File: src/rtl/pun_pkg.sv
// Shared types and constants of the PNG scanline unfilter block.
package pun_pkg;

    localparam int MAX_WIDTH   = 4096;
    localparam int STORE_DEPTH = MAX_WIDTH * 4;
    localparam int IDX_W       = $clog2(STORE_DEPTH);
    localparam int BIR_W       = $clog2(STORE_DEPTH + 1);
    localparam int WCLAMP_W    = $clog2(MAX_WIDTH + 1);
    localparam int QDEPTH      = 4;

    localparam logic [1:0] REG_WIDTH_PX    = 2'd0;
    localparam logic [1:0] REG_HEIGHT_ROWS = 2'd1;
    localparam logic [1:0] REG_HAS_ALPHA   = 2'd2;

    localparam logic [7:0] ALPHA_OPAQUE = 8'd255;

    typedef enum logic [2:0] {
        FILT_NONE    = 3'd0,
        FILT_SUB     = 3'd1,
        FILT_UP      = 3'd2,
        FILT_AVG     = 3'd3,
        FILT_PAETH   = 3'd4,
        FILT_UNKNOWN = 3'd5
    } filt_t;

    typedef struct packed {
        logic [12:0] width_px;
        logic [15:0] height_rows;
        logic        has_alpha;
    } cfg_t;

    typedef struct packed {
        logic [7:0]       data;
        logic [IDX_W-1:0] idx;
        logic [1:0]       lane;
        logic             first_px;
        logic             above;
        logic             last_ch;
        logic             last_byte;
        logic             end_img;
        logic             has_alpha;
        filt_t            filt;
    } ent_t;

    typedef struct packed {
        logic [7:0] red;
        logic [7:0] green;
        logic [7:0] blue;
        logic [7:0] alpha;
        logic       end_of_row;
        logic       end_of_image;
    } res_t;

endpackage

File: src/rtl/pun_queue.sv
// Short queue of classified samples between the front and back ends.
module pun_queue (
    input  logic          clk,
    input  logic          rst_n,
    input  logic          push,
    input  pun_pkg::ent_t din,
    output logic          full,
    input  logic          pop,
    output pun_pkg::ent_t dout,
    output logic          empty
);
    import pun_pkg::*;

    localparam int QAW = $clog2(QDEPTH);
    localparam int QCW = $clog2(QDEPTH + 1);

    ent_t           slot_reg [QDEPTH];
    logic [QAW-1:0] wptr_reg, rptr_reg;
    logic [QCW-1:0] cnt_reg, cnt_next;
    logic           do_push, do_pop;

    assign full    = cnt_reg == QCW'(QDEPTH);
    assign empty   = cnt_reg == '0;
    assign do_push = push && !full;
    assign do_pop  = pop && !empty;
    assign dout    = slot_reg[rptr_reg];

    always_comb
    begin
        cnt_next = cnt_reg;
        if (do_push && !do_pop)
        begin
            cnt_next = cnt_reg + QCW'(1);
        end
        else if (do_pop && !do_push)
        begin
            cnt_next = cnt_reg - QCW'(1);
        end
    end

    always_ff @(posedge clk)
    begin
        if (do_push)
        begin
            slot_reg[wptr_reg] <= din;
        end
    end

    always_ff @(posedge clk or negedge rst_n)
    begin
        if (!rst_n)
        begin
            wptr_reg <= '0;
            rptr_reg <= '0;
            cnt_reg  <= '0;
        end
        else
        begin
            if (do_push)
            begin
                wptr_reg <= (32'(wptr_reg) == QDEPTH - 1) ? '0 : wptr_reg + QAW'(1);
            end
            if (do_pop)
            begin
                rptr_reg <= (32'(rptr_reg) == QDEPTH - 1) ? '0 : rptr_reg + QAW'(1);
            end
            cnt_reg <= cnt_next;
        end
    end

    a_queue_count: assert property (@(posedge clk) disable iff (!rst_n)
        32'(cnt_reg) <= QDEPTH)
        else $error("queue occupancy exceeds its depth");

endmodule

File: config.mk
export PLATFORM = sky130hd
export DESIGN_NAME = pun_queue
export DESIGN_NICKNAME = d
export VERILOG_FILES = /design/src/rtl/pun_pkg.sv /design/src/rtl/pun_queue.sv
export SDC_FILE = /design/constraint.sdc
export NUM_CORES = 1
export LEC_CHECK = 0
export ABC_AREA = 1
export BUFFER_PORTS_ARGS = -buffer_cell sky130_fd_sc_hd__clkbuf_2
export CAP_MARGIN = 10
export CORE_MARGIN = 5
export CORE_UTILIZATION = 54
export CTS_BUF_LIST = sky130_fd_sc_hd__clkbuf_4 sky130_fd_sc_hd__clkbuf_8
export DETAILED_ROUTE_END_ITERATION = 8
export MAX_ROUTING_LAYER = met4
export PLACE_DENSITY = 0.82
export SLEW_MARGIN = 20
export SYNTH_ARGS = -nofsm -noshare
export SYNTH_HDL_FRONTEND = slang
export SYNTH_SLANG_ARGS = --single-unit
File: constraint.sdc
create_clock -name clk -period 2.4 [get_ports clk]
set_input_delay 0.36 -clock clk [delete_from_list [all_inputs] [get_ports clk]]
set_output_delay 0.36 -clock clk [all_outputs]
set_load 0.03 [all_outputs]
# Yosys cells after proc, flatten, opt, wreduce, memory -nomap -nowiden
# Memories as Yosys holds them, arrays and structs flattened.
# Cells that the tools add are included.
[word_totals]
latchBits = 0
romBits = 0
n_memories = 1
out_inout_bits = 35
ram_bits = 132
ff_bits = 7
[memory_table]
columns = ["name", "depth", "word_bits", "read_ports", "rd_clocked_by_memory_dff", "write_ports", "line_no", "source"]
rows = [
  ["slot_reg", 4, 33, 1, 0, 1, "pun_queue.sv:17", "ent_t slot_reg [QDEPTH];"],
]
[op_classes]
n_div = 0
eq_ne = 3
bitwise_logic = 0
n_shift = 0
n_reduce_logical = 10
addsub = 4
multipliers = 0
mux = 6
n_lt_le_gt_ge = 0
[op_table]
columns = ["cell", "n"]
rows = [
  ["$mux 3", 2],
  ["$add 2x1->2 const B", 2],
  ["$eq 2x2->1 const B", 2],
  ["$logic_and 1x1->1", 4],
  ["$logic_not 1->1", 4],
  ["$mux 2", 2],
  ["$add 3x1->3 const B", 1],
  ["$eq 3x3->1 const B", 1],
  ["$logic_not 3->1", 1],
  ["$sub 3x1->3 const B", 1],
  ["$mux 1", 2],
  ["$reduce_bool 2->1", 1],
]

# Depth between registers and ports, before layout
[depth]
word_depth = 7
depth_mapped = 12

# Worst setup path before layout
# OpenSTA, ideal clock, no wires.
[synth_path]
path_kind = "register to register"
start = "register cnt_reg[0]"
end = "memory slot_reg[0][0] (netlist bit) (enable)"
t_required_ns = 1.977
setup_slack_ns = -0.153
arrival_time_ns = 2.130
stages_incl_launch_ff = 5
period_less_slack_ns = 2.553
setup_ns = 0.423
cell_sequence = "dfrtp_1 -> inv_2 -> nand3_1 -> nand2_1 -> nor2_1"
[synth_via]
elab_chain_cells = 5
[synth_rtl]
columns = ["item", "line_no", "source"]
rows = [
  ["start: declaration", "pun_queue.sv:19", "logic [QCW-1:0] cnt_reg, cnt_next;"],
  ["start signal: assignment", "pun_queue.sv:67", "cnt_reg <= cnt_next;"],
  ["$eq 3x3->1", "pun_queue.sv:22", "assign full = cnt_reg == QCW'(QDEPTH);"],
  ["$logic_not 1->1", "pun_queue.sv:24", "assign do_push = push && !full;"],
  ["$logic_and 1x1->1", "pun_queue.sv:24", ""],
  ["$mux 1", "pun_queue.sv:43", "if (do_push)"],
  ["$mux 1 (not written as such)", "pun_queue.sv:45", "slot_reg[wptr_reg] <= din;"],
  ["end: declaration", "pun_queue.sv:17", ""],
]
# Every way passes these cells.

==> results.yml <==
power:
  p_per_area_nw_per_um2: 1340
  p_total_mw: 9.34
  peakVddDrop_v: 0.000869
  p_leak_nw: 2.89
  combPwrFrac: 0.406
  seqPwrFrac: 0.367
  swShare: 0.397
  p_switching_mw: 3.71
  power_frac_clock: 0.227
  intPower_mw: 5.63
critical_path:
  cp_slowest_stage_delay_ns: 0.58
  r2r_slack_ns: 0.19
  critical_path.max_fanout: 28
  crit_required_ns: 2.04
  reg2regPathDepth: 11
  path_class: "flip-flop to output port"
  cp_slowest_cell: "dfrtp_4"
  crit_path_start_kind: "flip-flop"
  critical_path_buf_inv_count: 2
  crit_chain: "buf_4, nand2_1, o211ai_1, nand2_1, clkbuf_2"
  critical_path_arrival_ns: 1.85
  crit_family: "flip-flops"
  r2r_end: "cnt_reg[2]$_DFFE_PN0P_"
  crit_top_cell: "nand2_1"
  r2r_start: "cnt_reg[0]$_DFFE_PN0P_"
  worstSetupEndpointType: "output port"
final_layout:
  fillCellCount: 757
  syn_to_final_growth_pct: 17.1
  final_util: 0.645
  n_antenna_cell: 0
  drive_gt1_frac: 0.336
  multi_input_area_um2: 1340
  regArea_um2: 4140
  largest_reg_flops: 132
  nNetsFinal: 576
sta:
  grt_setup_unrepaired: "false"
  slew_violations: 0
  tightest_slew_ns: 0.414
  slew_headroom: 0.723
  fin_crit_sh: 0.922
  max_freq_ghz: 0.452
  finalClockSkew_ns: 0.0104
  layout_min_cycle_time_ns: 2.21
  report.final.hold_viol_count: 0
  setup-violations-final: 0
logic_synthesis:
  synth_cell_types: 18
  syn_area_per_cell_um2: 13.3
  synthTopCellsByCount: "edfxtp_1, nand2_1, inv_1"
  yosysSeqAreaShare: 0.697
  netlist_instances: 446
  synth.area.top_cells: "edfxtp_1, o211ai_2, nand2_1, inv_1, o211ai_1"
  syn_area_um2: 5940
  async_reset_ff_frac: 0.0504
  synth.most_common_cell: "edfxtp_1"
  synth_ff_type: "edfxtp_1"
  synth_fp_nets: 490
  synth_area_leader_cell: "edfxtp_1"
  yosysWarnings: 0
  synth_top_area_frac: 0.667
  synth_edf_count: 132
  synth-seq-cells: 139
clock_network:
  cts.sinks: 139
  cts_made_buffers: 17
  cts_root_buf: "clkbuf_8"
  cts_tree: "done"
  clk_path_buf_depth: 2
  htreeDepth: 4
  clk_latency_ns: 0.42
  clkTransAtPathRegs_ns: 0.08
detailed_routing:
  drcViolationCount: 0
  num_vias: 3518
  drt_wl_total_mm: 11.1
  antenna_left: 0
  vias_per_cell: 5.14
  dr.pass1.iters: 6
  drtIter0Drc: 264
  routedWlPerCell_um: 16.2
global_routing:
  antenna_found_initial: 0
  grt.total_usage: 0.184
  grt_pass1_wl_mm: 17.9
  grt_overflow_total: 0
  grt_pass1_vias: 3650
  grt_start_max_net_pins: 42
flow_run:
  max-cap-violations: 0
min_path:
  min_from: "din[24]"
  whs_path_depth: 1
  hp-class: "primary input to flip-flop"
  whs_endpoint: "slot_reg[0][24]$_DFFE_PP_"
place:
  gp_congestion: 0.796
  dp.final_hpwl_mm: 7.08
  io_buffers: 71
die:
  rows: 38
  fp.dieH_um: 115
  die-area_um2: 13200
  die_width_um: 115
  start_util: 0.550
  coreArea_um2: 10800
  pin_count: 72
run_status:
  status: "finished clean"
==> power by group through the flow <==
| stage | clock network, mW | registers, mW | logic, mW |
|---|---|---|---|
| 2_1_floorplan | 0 | 3.39 | 2.88 |
| 3_5_place_dp | 0 | 3.51 | 3.74 |
| 5_1_grt | 2.25 | 3.47 | 4.13 |
| 6_report | 2.12 | 3.43 | 3.79 |
| 3_3_place_gp | 0 | 3.47 | 3.64 |
| 4_1_cts | 2.14 | 3.46 | 3.76 |
==> cells in the final DEF (no fill, tap or decap), types with 2 or more instances in the layout <==
master / Yosys / routed
edfxtp_1: 132 / 132
nand2_1: 94 / 94
inv_1: 77 / 77
clkbuf_2: 0 / 71
o211ai_2: 33 / 33
o211ai_1: 33 / 33
clkbuf_8: 0 / 22
nand2_2: 20 / 20
buf_4: 0 / 14
nand3_1: 7 / 7
ha_1: 6 / 6
dfrtp_1: 7 / 6
inv_2: 5 / 5
nor2_4: 0 / 4
bufinv_16: 0 / 4
clkinvlp_4: 0 / 3
nor2_1: 6 / 2
clkinv_4: 0 / 2
buf_12: 0 / 2
==> routing by layer <==
metal | wire length (um) | global-route usage | vias up
li1 | - | - | 1703
met1 | 4730 | 0.226 | 1700
met2 | 5640 | 0.299 | 96
met3 | 533 | 0.0453 | 19
met4 | 202 | 0.0665 | 0
met5 | 0 | - | -
==> area by class of cell <==
cell class,count,area share
tap,140,0.0252
sequential,139,0.595
clock inverter,9,0.0230
inverter,82,0.0442
timing repair buffer,89,0.0750
multi-input combinational,203,0.193
clock buffer,23,0.0446
==> worst max path at each step <==
stage,start,endpoint,slack (ns),cells past startpoint
floorplan,cnt_reg[0]$_DFFE_PN0P_,slot_reg[0][0]$_DFFE_PP_,-0.15,4
global placement,cnt_reg[0]$_DFFE_PN0P_,cnt_reg[1]$_DFFE_PN0P_,0.50,9
detailed placement,cnt_reg[0]$_DFFE_PN0P_,cnt_reg[2]$_DFFE_PN0P_,0.29,11
CTS,rptr_reg[0]$_DFFE_PN0P_,dout[25],0.02,5
global route,rptr_reg[0]$_DFFE_PN0P_,dout[24],0.03,5
finish,rptr_reg[0]$_DFFE_PN0P_,dout[24],0.19,5
==> what timing repair did <==
action                     4_1_cts  5_1_grt
setup buffers                    0        1
hold endpoints to repair         7        0
setup endpoints to repair        0        7
hold buffers                     1        0
resized for setup                0        0
==> kinds of logic after synthesis <==
| group | Yosys count | share of synthesized area |
|---|---|---|
| adder cells (fa/ha/maj) | 7 | 0.0160 |
| buffers and inverters | 104 | 0.0826 |
| AO/OA/AOI/OAI | 67 | 0.112 |
| flip-flops | 139 | 0.697 |
| AND/OR/NAND/NOR | 128 | 0.0912 |
| XOR/XNOR | 1 | 0.00147 |
==> metrics by stage <==
stage / setup slack [ns] / instance area (um2) / hold WS, ns / setup TNS (ns) / std cells
after floorplan: -0.153 / 5940 / 0.0644 / -20.24 / 446
after global placement: 0.500 / 6470 / 0.205 / 0 / 651
after detailed placement: 0.292 / 6470 / 0.216 / 0 / 651
after CTS: 0.0205 / 6950 / 0.126 / 0 / 684
after global routing: 0.0256 / 6960 / 0.120 / 0 / 685
final: 0.187 / 6960 / 0.152 / 0 / 685
Note: power is estimated with default switching activity, not from simulation.
