`src/rtl/pun_pkg.sv`:
```
// Shared types and constants of the PNG scanline unfilter block.
package pun_pkg;

    localparam int MAX_WIDTH   = 4096;
    localparam int STORE_DEPTH = MAX_WIDTH * 4;
    localparam int IDX_W       = $clog2(STORE_DEPTH);
    localparam int BIR_W       = $clog2(STORE_DEPTH + 1);
    localparam int WCLAMP_W    = $clog2(MAX_WIDTH + 1);
    localparam int QDEPTH      = 4;

    localparam logic [1:0] REG_WIDTH_PX    = 2'd0;
    localparam logic [1:0] REG_HEIGHT_ROWS = 2'd1;
    localparam logic [1:0] REG_HAS_ALPHA   = 2'd2;

    localparam logic [7:0] ALPHA_OPAQUE = 8'd255;

    typedef enum logic [2:0] {
        FILT_NONE    = 3'd0,
        FILT_SUB     = 3'd1,
        FILT_UP      = 3'd2,
        FILT_AVG     = 3'd3,
        FILT_PAETH   = 3'd4,
        FILT_UNKNOWN = 3'd5
    } filt_t;

    typedef struct packed {
        logic [12:0] width_px;
        logic [15:0] height_rows;
        logic        has_alpha;
    } cfg_t;

    typedef struct packed {
        logic [7:0]       data;
        logic [IDX_W-1:0] idx;
        logic [1:0]       lane;
        logic             first_px;
        logic             above;
        logic             last_ch;
        logic             last_byte;
        logic             end_img;
        logic             has_alpha;
        filt_t            filt;
    } ent_t;

    typedef struct packed {
        logic [7:0] red;
        logic [7:0] green;
        logic [7:0] blue;
        logic [7:0] alpha;
        logic       end_of_row;
        logic       end_of_image;
    } res_t;

endpackage

```
`src/rtl/pun_front.sv`:
```
// Front end: accepts bytes, tracks row position and classifies each sample.
module pun_front (
    input  logic          clk,
    input  logic          rst_n,
    input  pun_pkg::cfg_t cfg,
    input  logic          push,
    input  logic [7:0]    data_byte,
    input  logic          q_full,
    output logic          q_push,
    output pun_pkg::ent_t q_din
);
    import pun_pkg::*;

    logic [BIR_W-1:0]    bir_reg, bir_next;
    logic [15:0]         row_reg, row_next;
    logic [1:0]          mod3_reg, mod3_next;
    filt_t               filt_reg, filt_next;

    logic                accept;
    logic [WCLAMP_W-1:0] w;
    logic [15:0]         h;
    logic [BIR_W-1:0]    rowlen;
    logic [BIR_W-1:0]    i;
    logic [BIR_W-1:0]    bpp;
    logic [1:0]          lane;
    logic                last_byte;
    logic                row_last;
    filt_t               filt_dec;

    assign accept = push && !q_full;

    always_comb
    begin
        if (cfg.width_px == 13'd0)
        begin
            w = WCLAMP_W'(1);
        end
        else if (32'(cfg.width_px) > 32'(MAX_WIDTH))
        begin
            w = WCLAMP_W'(MAX_WIDTH);
        end
        else
        begin
            w = WCLAMP_W'(cfg.width_px);
        end
        h      = (cfg.height_rows == 16'd0) ? 16'd1 : cfg.height_rows;
        rowlen = cfg.has_alpha ? (BIR_W'(w) << 2) : (BIR_W'(w) + (BIR_W'(w) << 1));
        bpp    = cfg.has_alpha ? BIR_W'(4) : BIR_W'(3);
        i      = bir_reg - BIR_W'(1);
        lane   = cfg.has_alpha ? i[1:0] : mod3_reg;
        last_byte = bir_reg >= rowlen;
        row_last  = (17'(row_reg) + 17'd1) >= 17'(h);
        filt_dec  = (data_byte <= 8'd4) ? filt_t'(data_byte[2:0]) : FILT_UNKNOWN;
    end

    always_comb
    begin
        q_din.data      = data_byte;
        q_din.idx       = i[IDX_W-1:0];
        q_din.lane      = lane;
        q_din.first_px  = i < bpp;
        q_din.above     = row_reg != 16'd0;
        q_din.last_ch   = lane == (cfg.has_alpha ? 2'd3 : 2'd2);
        q_din.last_byte = last_byte;
        q_din.end_img   = last_byte && row_last;
        q_din.has_alpha = cfg.has_alpha;
        q_din.filt      = filt_reg;
        q_push          = accept && (bir_reg != '0);
    end

    always_comb
    begin
        bir_next  = bir_reg;
        row_next  = row_reg;
        mod3_next = mod3_reg;
        filt_next = filt_reg;
        if (accept)
        begin
            if (bir_reg == '0)
            begin
                filt_next = filt_dec;
                bir_next  = BIR_W'(1);
                mod3_next = 2'd0;
            end
            else
            begin
                bir_next  = last_byte ? '0 : bir_reg + BIR_W'(1);
                mod3_next = (mod3_reg == 2'd2) ? 2'd0 : mod3_reg + 2'd1;
                if (last_byte)
                begin
                    row_next = row_last ? 16'd0 : row_reg + 16'd1;
                end
            end
        end
    end

    always_ff @(posedge clk or negedge rst_n)
    begin
        if (!rst_n)
        begin
            bir_reg  <= '0;
            row_reg  <= '0;
            mod3_reg <= 2'd0;
            filt_reg <= FILT_NONE;
        end
        else
        begin
            bir_reg  <= bir_next;
            row_reg  <= row_next;
            mod3_reg <= mod3_next;
            filt_reg <= filt_next;
        end
    end

    a_row_end_restarts: assert property (@(posedge clk) disable iff (!rst_n)
        q_push && last_byte |=> bir_reg == '0)
        else $error("row position not cleared after the last byte of a row");

    a_mod3_range: assert property (@(posedge clk) disable iff (!rst_n)
        mod3_reg != 2'd3)
        else $error("modulo-three lane counter out of range");

endmodule

```
`config.mk`:
```
export PLATFORM = sky130hd
export DESIGN_NAME = pun_front
export DESIGN_NICKNAME = d
export VERILOG_FILES = /design/src/rtl/pun_pkg.sv /design/src/rtl/pun_front.sv
export SDC_FILE = /design/constraint.sdc
export NUM_CORES = 1
export LEC_CHECK = 0
export BUFFER_PORTS_ARGS = -buffer_cell sky130_fd_sc_hd__clkbuf_2
export CELL_PAD_IN_SITES_DETAIL_PLACEMENT = 1
export CELL_PAD_IN_SITES_GLOBAL_PLACEMENT = 1
export CORE_ASPECT_RATIO = 0.8
export CORE_UTILIZATION = 42
export CTS_CLUSTER_DIAMETER = 80
export DETAILED_ROUTE_END_ITERATION = 10
export GPL_ROUTABILITY_DRIVEN = 0
export PLACE_DENSITY = 0.9
export SYNTH_ARGS = -nofsm -noshare
export SYNTH_HDL_FRONTEND = slang
export SYNTH_SLANG_ARGS = --single-unit
```
`constraint.sdc`:
```
create_clock -name clk -period 8.25 [get_ports clk]
set_input_delay 2.0625 -clock clk [delete_from_list [all_inputs] [get_ports clk]]
set_output_delay 2.0625 -clock clk [all_outputs]
set_load 0.1 [all_outputs]
```
Yosys cells after proc, flatten, opt, wreduce, memory -nomap -nowiden
Index checks and enable logic that the tools add are counted.
- flip-flop bits (word level): 36
- output and inout bits: 34
- logic and storage cells: 42
- add/subtract/negate cells: 6
- magnitude comparators: 5
- eq/ne operators: 2
- muxes and demuxes: 13
- bitwise logic cells: 1
- reduce and logical (&&, ||, !) cells: 11
- operators by type and width (operator ; count):
    two-way mux 15 bit ; 3
    two-way mux 16 bit ; 2
    two-way mux 13 bit ; 2
    adder 16 x 1 -> 17 bit, second input constant ; 1
    greater-or-equal comparator 17 x 16 -> 1 bit ; 1
    adder 16 x 1 -> 16 bit, second input constant ; 1
    zero test 16 bit ; 1
    nonzero test 16 bit ; 1
    adder 13 x 14 -> 15 bit ; 1
    adder 15 x 1 -> 15 bit, second input constant ; 1
    greater-or-equal comparator 15 bit ; 1
    zero test 15 bit ; 1
    < comparator 15 x 3 -> 1 bit ; 1
    nonzero test 15 bit ; 1
    subtractor 15 x 1 -> 15 bit, second input constant ; 1
    > comparator 13 bit, second input constant ; 1
    zero test 13 bit ; 1
    less-or-equal comparator 8 x 3 -> 1 bit, second input constant ; 1
    two-way mux 2 bit ; 3
    two-way mux 3 bit ; 2
    logical AND 1 bit ; 3
    AND reduction 3 bit ; 1
    adder 2 x 1 -> 2 bit, second input constant ; 1
    equality test 2 bit ; 1
    5 further kinds ; 5

Longest topological paths before layout
Gate-level depths: netlist of the first run.
- depth in word-level cells: 8
- depth in mapped cells: 22
- depth with buffers taken out: 19

Worst setup path before layout of the first run
OpenSTA, ideal clock, no wires.
- path type: flip-flop to output port
- from: register bir_reg[0]
- to: output q_din[8] (netlist name)
- data arrival time: 6.708 ns
- data required time: 6.188 ns
- path slack: -0.520 ns
- stages on the path, launching flop included: 10
- path buffers: 1
- path through: dfrtp_1 -> buf_2 -> inv_1 -> ha_1 -> xor2_1 -> ha_1 -> o21ai_0 -> nand4bb_1 -> or3_1 -> nor4_1
- RTL lines (what ; RTL line ; text):
    start: declaration ; pun_front.sv:14 ; logic [BIR_W-1:0] bir_reg, bir_next;
    start signal: assignment ; pun_front.sv:108 ; bir_reg <= bir_next;
    end: declaration ; pun_front.sv:10 ; output pun_pkg::ent_t q_din

==> results.md, run 1 <==
Run status:
- The run finished with clean final reports.

Hold path:
- Counting instances, the worst hold path has a depth of 1.
- The min-delay analysis places its worst path in the category register to register.

Placed design:
- The HPWL reported at the end of detailed placement is roughly 11,000 µm.
- After detailed placement, the design holds a cell count of between 700 and 800.
- In this run the tool buffered the top-level ports with 75 buffer cells.

Critical path:
- The arrival time reported for the critical path endpoint is between 5 and 6 ns.
- In this run the worst path has a maximum fanout of 7.
- At the worst endpoint, the required time is 6.19 ns.
- The length in cells of the worst reg-to-reg path is 12.
- The kind of launch point of the worst setup path is a primary input.
- The worst setup path is of the primary input to primary output kind.
- STA classifies the critical path endpoint as a primary output.

Timing:
- The number of hold-slack violations in the final timing report is 0.
- Measured against its own limit, the worst slew margin works out to 0.344.
- Setup repair after global routing left no endpoint under its margin.
- The final number of max-transition violations is 0.
- The post-route setup TNS is 0 ns.
- The final setup violation count is 0.
- The share of the cycle needed by the critical path after routing is 0.976.
- The maximum achievable frequency is between 100 and 150 MHz.
- Across the routed clock network, the largest skew measured is around 0.007 ns.
- The final period demand of the worst path is between 8 and 9 ns.
- The pin slew with the least headroom to its limit is around 0.98 ns.

Global routing:
- The initial antenna violation count was 0.
- The total global-route track usage is 0.266.
- Entering global routing, the biggest net connects 37 pins.
- After global routing, the most crowded layer is met2.
- For met3 alone, demand over resource in global routing was 0.0452.
- The routing usage on met1 is 0.352.
- The first global-routing pass estimated 22,900 µm of wire.
- The met2 track demand over resource in global routing is 0.439.
- The global-route congestion overflow total is 0.
- The via count of the first global-routing pass came to around 4,700.

Power and ir drop:
- The power density over the cells is roughly 250 nW/µm².
- In this run the static leakage power is roughly 2.3 nW.
- The maximum ir drop on the vdd rail is roughly 0.23 mV.
- The design draws 0.00124 W.

Synthesis:
- Of the total synthesized cell area, the portion taken by full adders, half adders and majority gates is 0.125.
- Of the total synthesized cell area, the portion taken by AND, OR, NAND and NOR gates is 0.268.
- The commonest register cell after synthesis is dfrtp_1.
- The share of the synthesized area in the top cell type is 0.204.
- The number of register bits inferred by synthesis is 36.
- The area of the mapped netlist is ~4400 µm².
- The number of enable flip-flop cells after synthesis is 0.
- The cell count after synthesis is ~580.
- The total of warnings raised by yosys is 0.
- In the synthesized netlist the async set-or-reset flop fraction comes to 1.00.
- In the post-synthesis netlist, the biggest area contributors are dfrtp_1, ha_1, nand2_1, inv_1, a21oi_1.
- The per-instance average area after synthesis is ~7.7 µm².
- The cell taking the most area after synthesis is dfrtp_1.
- The sequential element share of the synthesized area is 0.204.
- Of the total synthesized cell area, the portion taken by XOR and XNOR cells is 0.0555.
- The combinational family with the most area after synthesis is simple AND/OR/NAND/NOR gates.
- The mux share of post-synthesis cell area is 0.0141.
- The fraction of the mapped netlist area in compound gates is 0.233.
- The number of nets handed over by synthesis was 663.
- The netlist uses 77 different library cells.

Clocking:
- The number of levels the H-tree was split into is 2.
- The post-CTS clock slew at the launch and capture registers of the worst setup and hold paths is around 0.060 ns.
- The number of buffers added by the clock tree synthesis step is 5.
- The clock passes through at most 2 buffers.
- CTS placed an instance of clkbuf_16 at the clock tree root.
- TritonCTS built the clock tree.
- The clock latency of the later-clocked register in the worst-skew pair is ~0.3 ns.
- In this run, post-CTS hold repair placed 0 buffers.
- The clock sink count is 36.

Detailed routing:
- The total number of vias is roughly 4,600.
- The routed length per instance is ~18 µm.
- The via-per-instance ratio is between 5 and 6.
- The residual DRC count is 0.
- The final layout contains routed wiring with a total length of around 14,000 µm.
- The detailed router finished its first iteration with ~300 violations.
- The iteration count of the initial detailed-routing pass is 4.
- The detail route stage leaves a number of antenna-violating nets equal to 0.

Job:
- The max capacitance violation total is 0.

Finish:
- Counting the fill cells in the layout gives 1,315.
- In the layout the commonest cells are clkbuf_2, nand2_1, inv_1, ha_1, dfrtp_1.
- After the flow finishes, the layout carries non-filler instances totaling 768.
- The most common cell after layout, fill and taps aside is clkbuf_2.
- The share of final-layout standard cells stronger than drive strength 1 is 0.196.
- The number of antenna repair diodes is 0.
- The register with the most flip-flops in the layout has 16 of them.
- The area overhead of the layout relative to synthesis is 13.6%.
- The number of nets in the final layout is roughly 710.

Floorplanning:
- The die outline height is around 94 µm.
- In this run the core area contains 33 standard-cell rows.
- The initial standard-cell utilization of the core is 0.432.
- 76 I/O pins were placed.
- The area of the die is around 11,000 µm².
- The die width is 117 µm.
- The core area is around 10,000 µm².
synth_stat cells (all sizes together), types with 3 or more instances:
cell,count
o221ai,3
nor4,10
buf,29
a21o,3
and3,5
o22ai,9
nand2,53
nand3,29
or4,6
xor2,10
mux2i,4
a21oi,32
inv,44
nor2b,9
o21ai,32
a22o,3
nor2,35
ha,44
o31ai,8
o21a,6
nand4,14
dfrtp,36
clkbuf,19
or3,10
a41o,3
and2,7
o211ai,4
o221a,3
nand2b,14
a32oi,6
xnor2,18
nor3,12
a31oi,21
power breakdown:
part / internal (W) / switching, W / leakage, nW
Combinational: 0.000169 / 0.000626 / 1.82
Clock: 0.000120 / 0.0000817 / 0.0701
Sequential: 0.000201 / 0.0000433 / 0.449
per-layer routing:
metal  up-vias  share of wire
met5         -              0
met4         0          0.020
met2       105           0.47
li1       2200              -
met3        25          0.043
met1      2238           0.47
layout make-up:
cell class              count  area (µm²)  area share
multi-input cells         448        3100       0.618
flip-flops and latches     36         901       0.179
repair buffers             91         526       0.105
well taps                 140         175      0.0349
inverters                  45         169      0.0336
clock buffers               7         143      0.0284
clock inverters             1        7.51     0.00149
cells by family after synthesis:
logic type | count (synthesis)
and+or+nand+nor | 218
AOI/OAI and AO/OA | 152
buffers and inverters | 93
adders and majority gates | 44
DFF | 36
xor gates and xnor gates | 28
muxes | 6
critical path, stage by stage:
cell	delay [ns]
clkbuf_2	0.15
or4_1	0.58
nor3_2	0.18
nor2_1	0.09
nor2_1	0.11
ha_2	0.25
ha_2	0.24
o21a_1	0.14
o22ai_1	0.11
a21oi_1	0.17
nor2_1	0.09
and3_1	0.17
o31ai_1	0.25
ha_1	0.29
o21a_1	0.11
o21a_1	0.19
o221ai_1	0.24
nand3_1	0.18
and2_1	0.21
buf_12	0.17
path summary, 6_finish.rpt:
check,start,endpoint,slack (ns)
setup / recovery,cfg[18],q_din[4],0.19
hold / removal,mod3_reg[0],mod3_reg[0],0.50
setup reg to reg,row_reg[0],row_reg[7],4.39
hold reg to reg,mod3_reg[0],mod3_reg[0],0.50
max in group asynchronous,rst_n,row_reg[0],5.75
min in group asynchronous,rst_n,bir_reg[13],1.91
timing repair:
item                                   4_1_cts  5_1_grt
gates resized for setup                      0        9
endpoints found under the hold margin        0        0
setup endpoints to repair                    0        2
buffers inserted                             0        2
stage by stage:
| step | util | area [µm²] | setup slack, ns | hold WS, ns |
|---|---|---|---|---|
| 4_1_cts | 0.487 | 4980 | 0.00201 | 0.495 |
| 2_1_floorplan | - | 4430 | 0.0327 | 0.454 |
| 5_1_grt | 0.491 | 5020 | 0.0110 | 0.515 |
| 6_report | 0.491 | 5020 | 0.195 | 0.496 |
| 3_3_place_gp | 0.472 | 4830 | 0.240 | 0.474 |
| 3_5_place_dp | 0.472 | 4830 | 0.0173 | 0.485 |
(Power assumes the default switching activity.)
==> run 2: changes to the inputs <==
--- a/config.mk
+++ b/config.mk
@@ -12,4 +12,5 @@
 export CORE_UTILIZATION = 42
 export CTS_CLUSTER_DIAMETER = 80
+export CTS_CLUSTER_SIZE = 40
 export DETAILED_ROUTE_END_ITERATION = 10
 export GPL_ROUTABILITY_DRIVEN = 0
==> constraint.sdc (replaced) <==
create_clock -name clk -period 8.25 [get_ports clk]
set_input_delay 2.0625 -clock clk [delete_from_list [all_inputs] [get_ports clk]]
set_output_delay 2.0625 -clock clk [all_outputs]
set_load 0.02 [all_outputs]
==> results.md, run 2 (synthesis results as in run 1) <==
Run status:
- The run finished with clean final reports.

Job:
- The max capacitance violation total is 0.

Hold path:
- The path class of the tightest hold or removal check is register to register.
- The hold path depth is 1.
- The startpoint identified for the worst hold timing path is mod3_reg[0].
- For hold timing, the worst endpoint is mod3_reg[0].

Detailed routing:
- After the first detailed-routing iteration, the DRC count stood at roughly 330.
- In the routed layout, each cell is associated on average with a via count of around 6.1.
- The number of antenna-violating nets in the routed design is 0.
- The iteration count of the initial detailed-routing pass is 5.
- Summed over all layers, the routed wires come to 13,900 µm.
- For this run, design rule violations remaining after detail routing come to 0.
- The routed length per instance is between 15 and 20 µm.
- The routed layout has about 4,700 vias.

Timing:
- Static timing analysis puts the maximum clock frequency at around 120 MHz.
- The final period demand of the worst path is roughly 8 ns.
- Setup violations remaining at the end of the flow were counted as 0.
- For the final database, setup skew stands at 0.00367 ns.
- Across all hold checks on the routed design, the worst slack comes to around 0.5 ns.
- The post-route setup TNS is 0 ns.
- The share of the cycle needed by the critical path after routing is 0.993.
- The final number of max-transition violations is 0.
- The number of hold-slack violations in the final timing report is 0.
- The worst-case headroom to the max-slew limit is 0.324.
- The pin slew with the least headroom to its limit is approximately 1 ns.

Floorplanning:
- The area of the die is about 11,000 µm².
- The die width is around 120 µm.
- The initial utilization of the core area, before any placement, comes to 0.432.
- The core area is between 10,000 and 15,000 µm².
- The row count is 33.
- The die is between 90 and 100 µm tall.
- Pin placement for this block handled 76 I/O pins.

Power and ir drop:
- Of the total power, the share spent switching nets is 0.444.
- The switching power total is 0.000410 W.
- In this run the static leakage power is roughly 2.3 nW.
- Of the total power, combinational logic draws 0.495.
- The worst-case IR drop observed on VDD is between 0.1 and 0.15 mV.
- The sequential share of power is 0.266.
- For this design the ratio of total power to cell area is 184 nW/µm².
- The internal power of the cells totals slightly above 0.0005 W.
- Of the total power, the clock network draws 0.239.

Finish:
- The number of nets in the final layout is about 710.
- Summing all non-filler instances in the final layout gives an area of about 5000 µm².
- The register with the most flip-flops in the layout has 16 of them.
- The multi-input gate area in the final layout is 3110 µm².
- The sequential cell area is between 900 and 1000 µm².
- The total of fill cells in the finished design is around 1,300.
- The repair_antennas step left the layout with diodes totalling 0.
- From synthesis to final layout, the design area changed by 13.5%.
- In the layout the commonest cells are clkbuf_2, nand2_1, inv_1, ha_1, dfrtp_1.
- The share of final-layout standard cells stronger than drive strength 1 is 0.199.
- The most common cell after layout, fill and taps aside is clkbuf_2.

Critical path:
- The type of the setup path with the least slack is primary input to primary output.
- The capturing element type of the critical path is a primary output.
- The slowest stage of the critical path belongs to the cell or4_1.
- The critical path required time is just over 6 ns.
- The worst register-to-register path begins at row_reg[0].
- Setup slack on the worst reg-to-reg path comes out at 4.33 ns.
- The critical path's most frequent cell is nor2_1.
- The signal on the critical path passes through clkbuf_2 > or4_1 > nor3_2 > nor2_1 > nor2_1 > ha_2 > buf_4 > nor2_1 > o21bai_1 > nand3_2 > a32o_1 > o21ai_0 > o2111ai_1 > ha_1 > or4_4 > o221ai_2 > nand3_1 > and2_1 > clkbuf_2.
- The worst register-to-register path has a depth of 12.
- STA classifies the critical path startpoint as a primary input.
- The maximum fanout along the worst path is 7.
- For this run, the slowest stage of the critical path takes roughly 0.6 ns.
- The endpoint identified for the worst register-to-register timing path is row_reg[12].
- The arrival time reported for the critical path endpoint is approximately 6.1 ns.

Global routing:
- The total global-route track usage is 0.254.
- The initial antenna violation count came to 0.
- The via count of the first global-routing pass is between 4,000 and 5,000.
- Summed over all layers, the global routing overflow is 0.
- The pin count of the biggest net entering global routing is 37.
- The first global-routing pass estimated 22,000 µm of wire.

Placed design:
- In this run the tool buffered the top-level ports with 75 buffer cells.
- Detailed placement finished with a half-perimeter wire length of 10,600 µm.
- The instance area after placement is 4790 µm².

Clocking:
- Counting every sink on the clock net gives 36.
- The number of levels the H-tree was split into is 2.
- The cell chosen for the clock root is clkbuf_16.
- The number of clock buffers added by TritonCTS is 5.
- The number of buffers between clock root and the deepest sink is 2.
- Clock-pin slew was measured on the worst setup and hold paths at approximately 0.06 ns.
- The TritonCTS clock tree is done.
- The clock latency of the later-clocked register in the worst-skew pair is ~0.29 ns.
[run 2: worst max-delay path by stage]
stage          endpoint  slack, ns    start  depth (start not counted)
2_1_floorplan  q_din[4]       0.69  cfg[25]                         19
3_3_place_gp   q_din[4]       0.23  cfg[18]                         20
3_5_place_dp   q_din[4]      -0.02  cfg[18]                         20
4_1_cts        q_din[4]       0.02  cfg[18]                         20
5_1_grt        q_din[4]      -0.17  cfg[18]                         19
6_report       q_din[4]       0.06  cfg[18]                         19
[run 2: critical path, delay by kind of cell]
| family | cells | cell delay, ns |
|---|---|---|
| buf+inv | 3 | 0.43 |
| compound gates | 5 | 1.06 |
| fa+ha+maj | 2 | 0.43 |
| simple gates | 9 | 2.13 |
[run 2: routing by layer]
metal	vias up	track usage	wire length, µm
li1	2205	-	-
met1	2361	0.337	6400
met2	104	0.450	6900
met3	12	0.0290	532
met4	0	0.0369	99
met5	-	0	0
[run 2: layout make-up]
cell class                      count  area share
Clock buffer                        6      0.0257
Clock inverter                      2     0.00698
Inverter                           45      0.0336
Multi-Input combinational cell    448       0.619
Sequential cell                    36       0.179
Tap cell                          140      0.0349
Timing Repair Buffer               92       0.100
[run 2: per-stage QoR]
stage,setup slack (ns),utilization,std cells,power (W)
after floorplan,0.688,-,577,0.000549
after global placement,0.227,0.468,757,0.000667
after detailed placement,-0.0200,0.468,757,0.000693
after CTS,0.0197,0.484,765,0.000915
after global routing,-0.167,0.490,769,0.000981
final,0.0578,0.490,769,0.000921
[run 2: power groups by stage]
stage | registers [W] | clock network (W) | logic (W)
global route | 0.000251 | 0.000228 | 0.000502
CTS | 0.000244 | 0.000222 | 0.000450
floorplan | 0.000232 | 0 | 0.000317
detailed placement | 0.000247 | 0 | 0.000446
finish | 0.000245 | 0.000220 | 0.000456
global placement | 0.000244 | 0 | 0.000423
[run 2: what timing repair did]
item,4_1_cts,5_1_grt
pin swaps,0,4
resized for setup,1,10
buffers inserted,0,4
hold buffers,0,0
endpoints found under the setup margin,1,2
==> run 3: changes to the inputs <==
ABC_AREA = 1   (was unset)
BUFFER_PORTS_ARGS = unset   (was -buffer_cell sky130_fd_sc_hd__clkbuf_2)
CORE_UTILIZATION = 46   (was 42)
DONT_BUFFER_PORTS = 1   (was unset)
PLACE_DENSITY = 0.91   (was 0.9)
==> results.md, run 3 <==
Synthesis:
- The most repeated cell in the gate-level netlist after synthesis is nand2_1.
- The number of nets produced by synthesis is 754.
- The share of the synthesized area in the top cell type is 0.206.
- Ranked by total cell area, the synthesized netlist is headed by dfrtp_1, nand2_1, ha_1, inv_1, xor2_1.
- The sequential element share of the synthesized area is 0.206.
- The share of async-settable or async-resettable flops after synthesis is 1.00.
- The area of the mapped netlist is roughly 4400 µm².
- The netlist uses 44 different library cells.
- Averaged over all synthesized cells, the footprint is 6.54 µm².
- The synthesized design contains 36 register bits.
- The cell count after synthesis came out at between 600 and 700.
- The commonest cells after synthesis are nand2_1, inv_1, nor2_1.
- For this run, the leading register cell type out of synthesis is dfrtp_1.
- The number of enable flip-flop cells after synthesis is 0.
- The synthesized design spends more area on one cell type than any other, namely dfrtp_1.
- The total of warnings raised by yosys is 0.

Clocking:
- The cell chosen for the clock root is clkbuf_16.
- The post-CTS resize count is 0.
- The longest clock path from root to sink contains 2 buffers.
- The quantity of hold-fixing buffers added after cts is 0.
- The number of buffers added by the clock tree synthesis step is 5.
- Clock tree synthesis found a total of 36 sinks.
- The number of setup buffers added after CTS is 0.
- The clock latency of the later-clocked register in the worst-skew pair is 0.29 ns.
- Clock-pin slew was measured on the worst setup and hold paths at approximately 0.06 ns.
- TritonCTS built the clock tree.
- The number of levels the H-tree was split into is 2.

Critical path:
- The number of cells on the worst reg-to-reg path is 18.
- The type of the setup path with the least slack is primary input to primary output.
- For the worst setup path, the data arrival time is ~5.8 ns.
- The kind of launch point of the worst setup path is a primary input.
- In this run the critical register-to-register path is launched from row_reg[0].
- The master of the slowest instance on the critical path is ha_1.
- The endpoint identified for the worst register-to-register timing path is row_reg[15].
- The setup check on the worst reg-to-reg path leaves a slack of ~4.8 ns.
- The capturing element type of the critical path is a primary output.
- Broken down by cell family, the worst path's largest delay share belongs to simple AND/OR/NAND/NOR gates.
- Along the worst path, the maximum fanout reaches 14.
- STA puts the critical path data required time at 6.19 ns.
- The largest incremental delay on the critical path is around 0.39 ns.
- Together, buffers and inverters on the worst path number 3.
- The start point of the critical path is cfg[25].
- The most numerous cell type found on the critical path is nand2_1.

Finish:
- The top cell types in the final layout, fill and taps aside, are nand2_1, inv_1, nor2_1, nand3_1, ha_1.
- The number of flip-flops under the largest register name is 16.
- For this run, the post-layout net count is between 700 and 800.
- The filler cells instantiated in the layout total approximately 1,300.
- The library cell used most frequently in the layout, excluding fill and tap cells, is nand2_1.
- The share of final-layout standard cells stronger than drive strength 1 is 0.0581.
- The number of antenna repair diodes is 0.
- The area growth from synthesis to layout is 4.01%.

Global routing:
- The global-route wire length before repair is about 24,000 µm.
- The via count of the first global-routing pass is roughly 4,700.
- The pin count of the biggest net entering global routing is 37.
- The total global-route track usage is 0.300.
- The total overflow left after global routing is 0.
- The initial antenna violation count came to 0.

Floorplanning:
- The die covers approximately 9900 µm².
- The floorplan step set the die height to ~89 µm.
- The core region is a little over 9000 µm².
- The die width is between 100 and 150 µm.
- The initialized floorplan defines 31 standard-cell rows.
- The I/O pin count is 76.
- The initial standard-cell utilization of the core is 0.479.

Detailed routing:
- The first-iteration detailed-routing DRC count is between 200 and 300.
- The routed length per instance is approximately 19 µm.
- After detailed routing, the number of remaining DRC violations is 0.
- Across all layers, the routed design uses roughly 4,600 vias.
- The iteration count of the initial detailed-routing pass is 5.
- Dividing the detail-routed via count by the number of cells gives 5.94.
- The number of antenna-violating nets in the routed design is 0.
- The final layout contains routed wiring with a total length of around 14,000 µm.

Power and ir drop:
- The cell leakage power is approximately 2.4 nW.
- VDD sags by at most between 0.15 and 0.2 mV.
- In this run the power density over the cells is 232 nW/µm².

Hold path:
- The path with the worst hold slack has its endpoint at row_reg[15].
- Counting instances, the worst hold path has a depth of 2.
- The class of the tightest hold or removal check is register to register.
- The startpoint identified for the worst hold timing path is row_reg[15].

Timing:
- The clock arrives with 0.00606 ns of skew.
- Static timing analysis puts the maximum clock frequency at 128 MHz.
- The post-route setup TNS is 0 ns.
- Hold timing on the final database bottoms out at a slack of just over 0.5 ns.
- Setup violations remaining at the end of the flow were counted as 0.
- The routed design could run at a clock period as short as slightly below 8 ns.
- The pin slew with the least headroom to its limit is around 0.80 ns.
- The share of the cycle needed by the critical path after routing is 0.947.
- The final number of max-transition violations was 0.
- The number of hold-slack violations in the final timing report is 0.
- Setup repair after global routing left no endpoint under its margin.
- The worst-case headroom to the max-slew limit is 0.463.

Job:
- Across the run, the number of max-cap violations was 0.

Run status:
- The run finished with clean final reports.

Placed design:
- The count of buffers from port buffering is 0.
- The HPWL reported at the end of detailed placement is around 11,000 µm.
run 3: cell count changes in the layout (fill, tap and decap cells not counted), moves of 18 or more:
cell	before	now
xor2_1	10	31
inv_1	43	103
nor2_1	33	55
nand2_1	53	158
clkbuf_2	75	0
a31oi_1	20	1
nand3_1	27	45
run 3: cell type report:
cell class,count,area (µm²),share of cell area
Clock buffer,6,129,0.0284
Clock inverter,2,35.0,0.00771
Inverter,107,402,0.0884
Multi-Input combinational cell,502,2920,0.644
Sequential cell,36,901,0.198
Tap cell,115,144,0.0317
Timing Repair Buffer,1,7.51,0.00165
run 3: where the power goes:
group / total [W] / switching, W / internal, W
clock network: 0.000227 / 0.0000849 / 0.000142
registers: 0.000280 / 0.0000670 / 0.000213
logic: 0.000547 / 0.000384 / 0.000164
run 3: worst max-delay path by stage:
stage,endpoint,depth (start not counted)
CTS,q_din[4],22
global placement,q_din[4],26
floorplan,q_din[4],23
finish,q_din[4],25
detailed placement,q_din[4],26
global route,q_din[4],25
run 3: metrics by stage:
stage | total power [W] | setup slack (ns) | area [µm²] | instances | utilization
global placement | 0.000784 | 0.874 | 4370 | 761 | 0.480
detailed placement | 0.000816 | 0.574 | 4370 | 761 | 0.480
floorplan | 0.000696 | 1.34 | 4370 | 668 | -
finish | 0.00105 | 0.441 | 4540 | 769 | 0.498
CTS | 0.00105 | 0.475 | 4540 | 769 | 0.498
global route | 0.00113 | 0.0186 | 4540 | 769 | 0.498
run 3: worst reg2reg max path, delay by kind of cell (launching register included):
| family | cells | cell delay, ns |
|---|---|---|
| adders and majority gates | 1 | 0.30 |
| buffers and inverters | 3 | 0.25 |
| xor gates and xnor gates | 1 | 0.17 |
| DFF | 1 | 0.40 |
| AOI/OAI and AO/OA | 1 | 0.13 |
| and+or+nand+nor | 12 | 2.05 |
run 3: cells by family (layout without fill, tap and decap cells):
family	count (synthesis)	in the layout	share of synthesized area
adders and majority gates	44	44	0.126
xor gates and xnor gates	35	35	0.0702
DFF	36	36	0.206
and+or+nand+nor	330	330	0.344
buffers and inverters	130	116	0.125
AOI/OAI and AO/OA	93	93	0.129
run 3: per-layer routing:
| metal | part of all wire | up-vias | track usage |
|---|---|---|---|
| li1 | - | 2165 | - |
| met1 | 0.45 | 2235 | 0.389 |
| met2 | 0.48 | 152 | 0.519 |
| met3 | 0.056 | 19 | 0.0569 |
| met4 | 0.011 | 0 | 0.0836 |
| met5 | 0 | - | 0 |
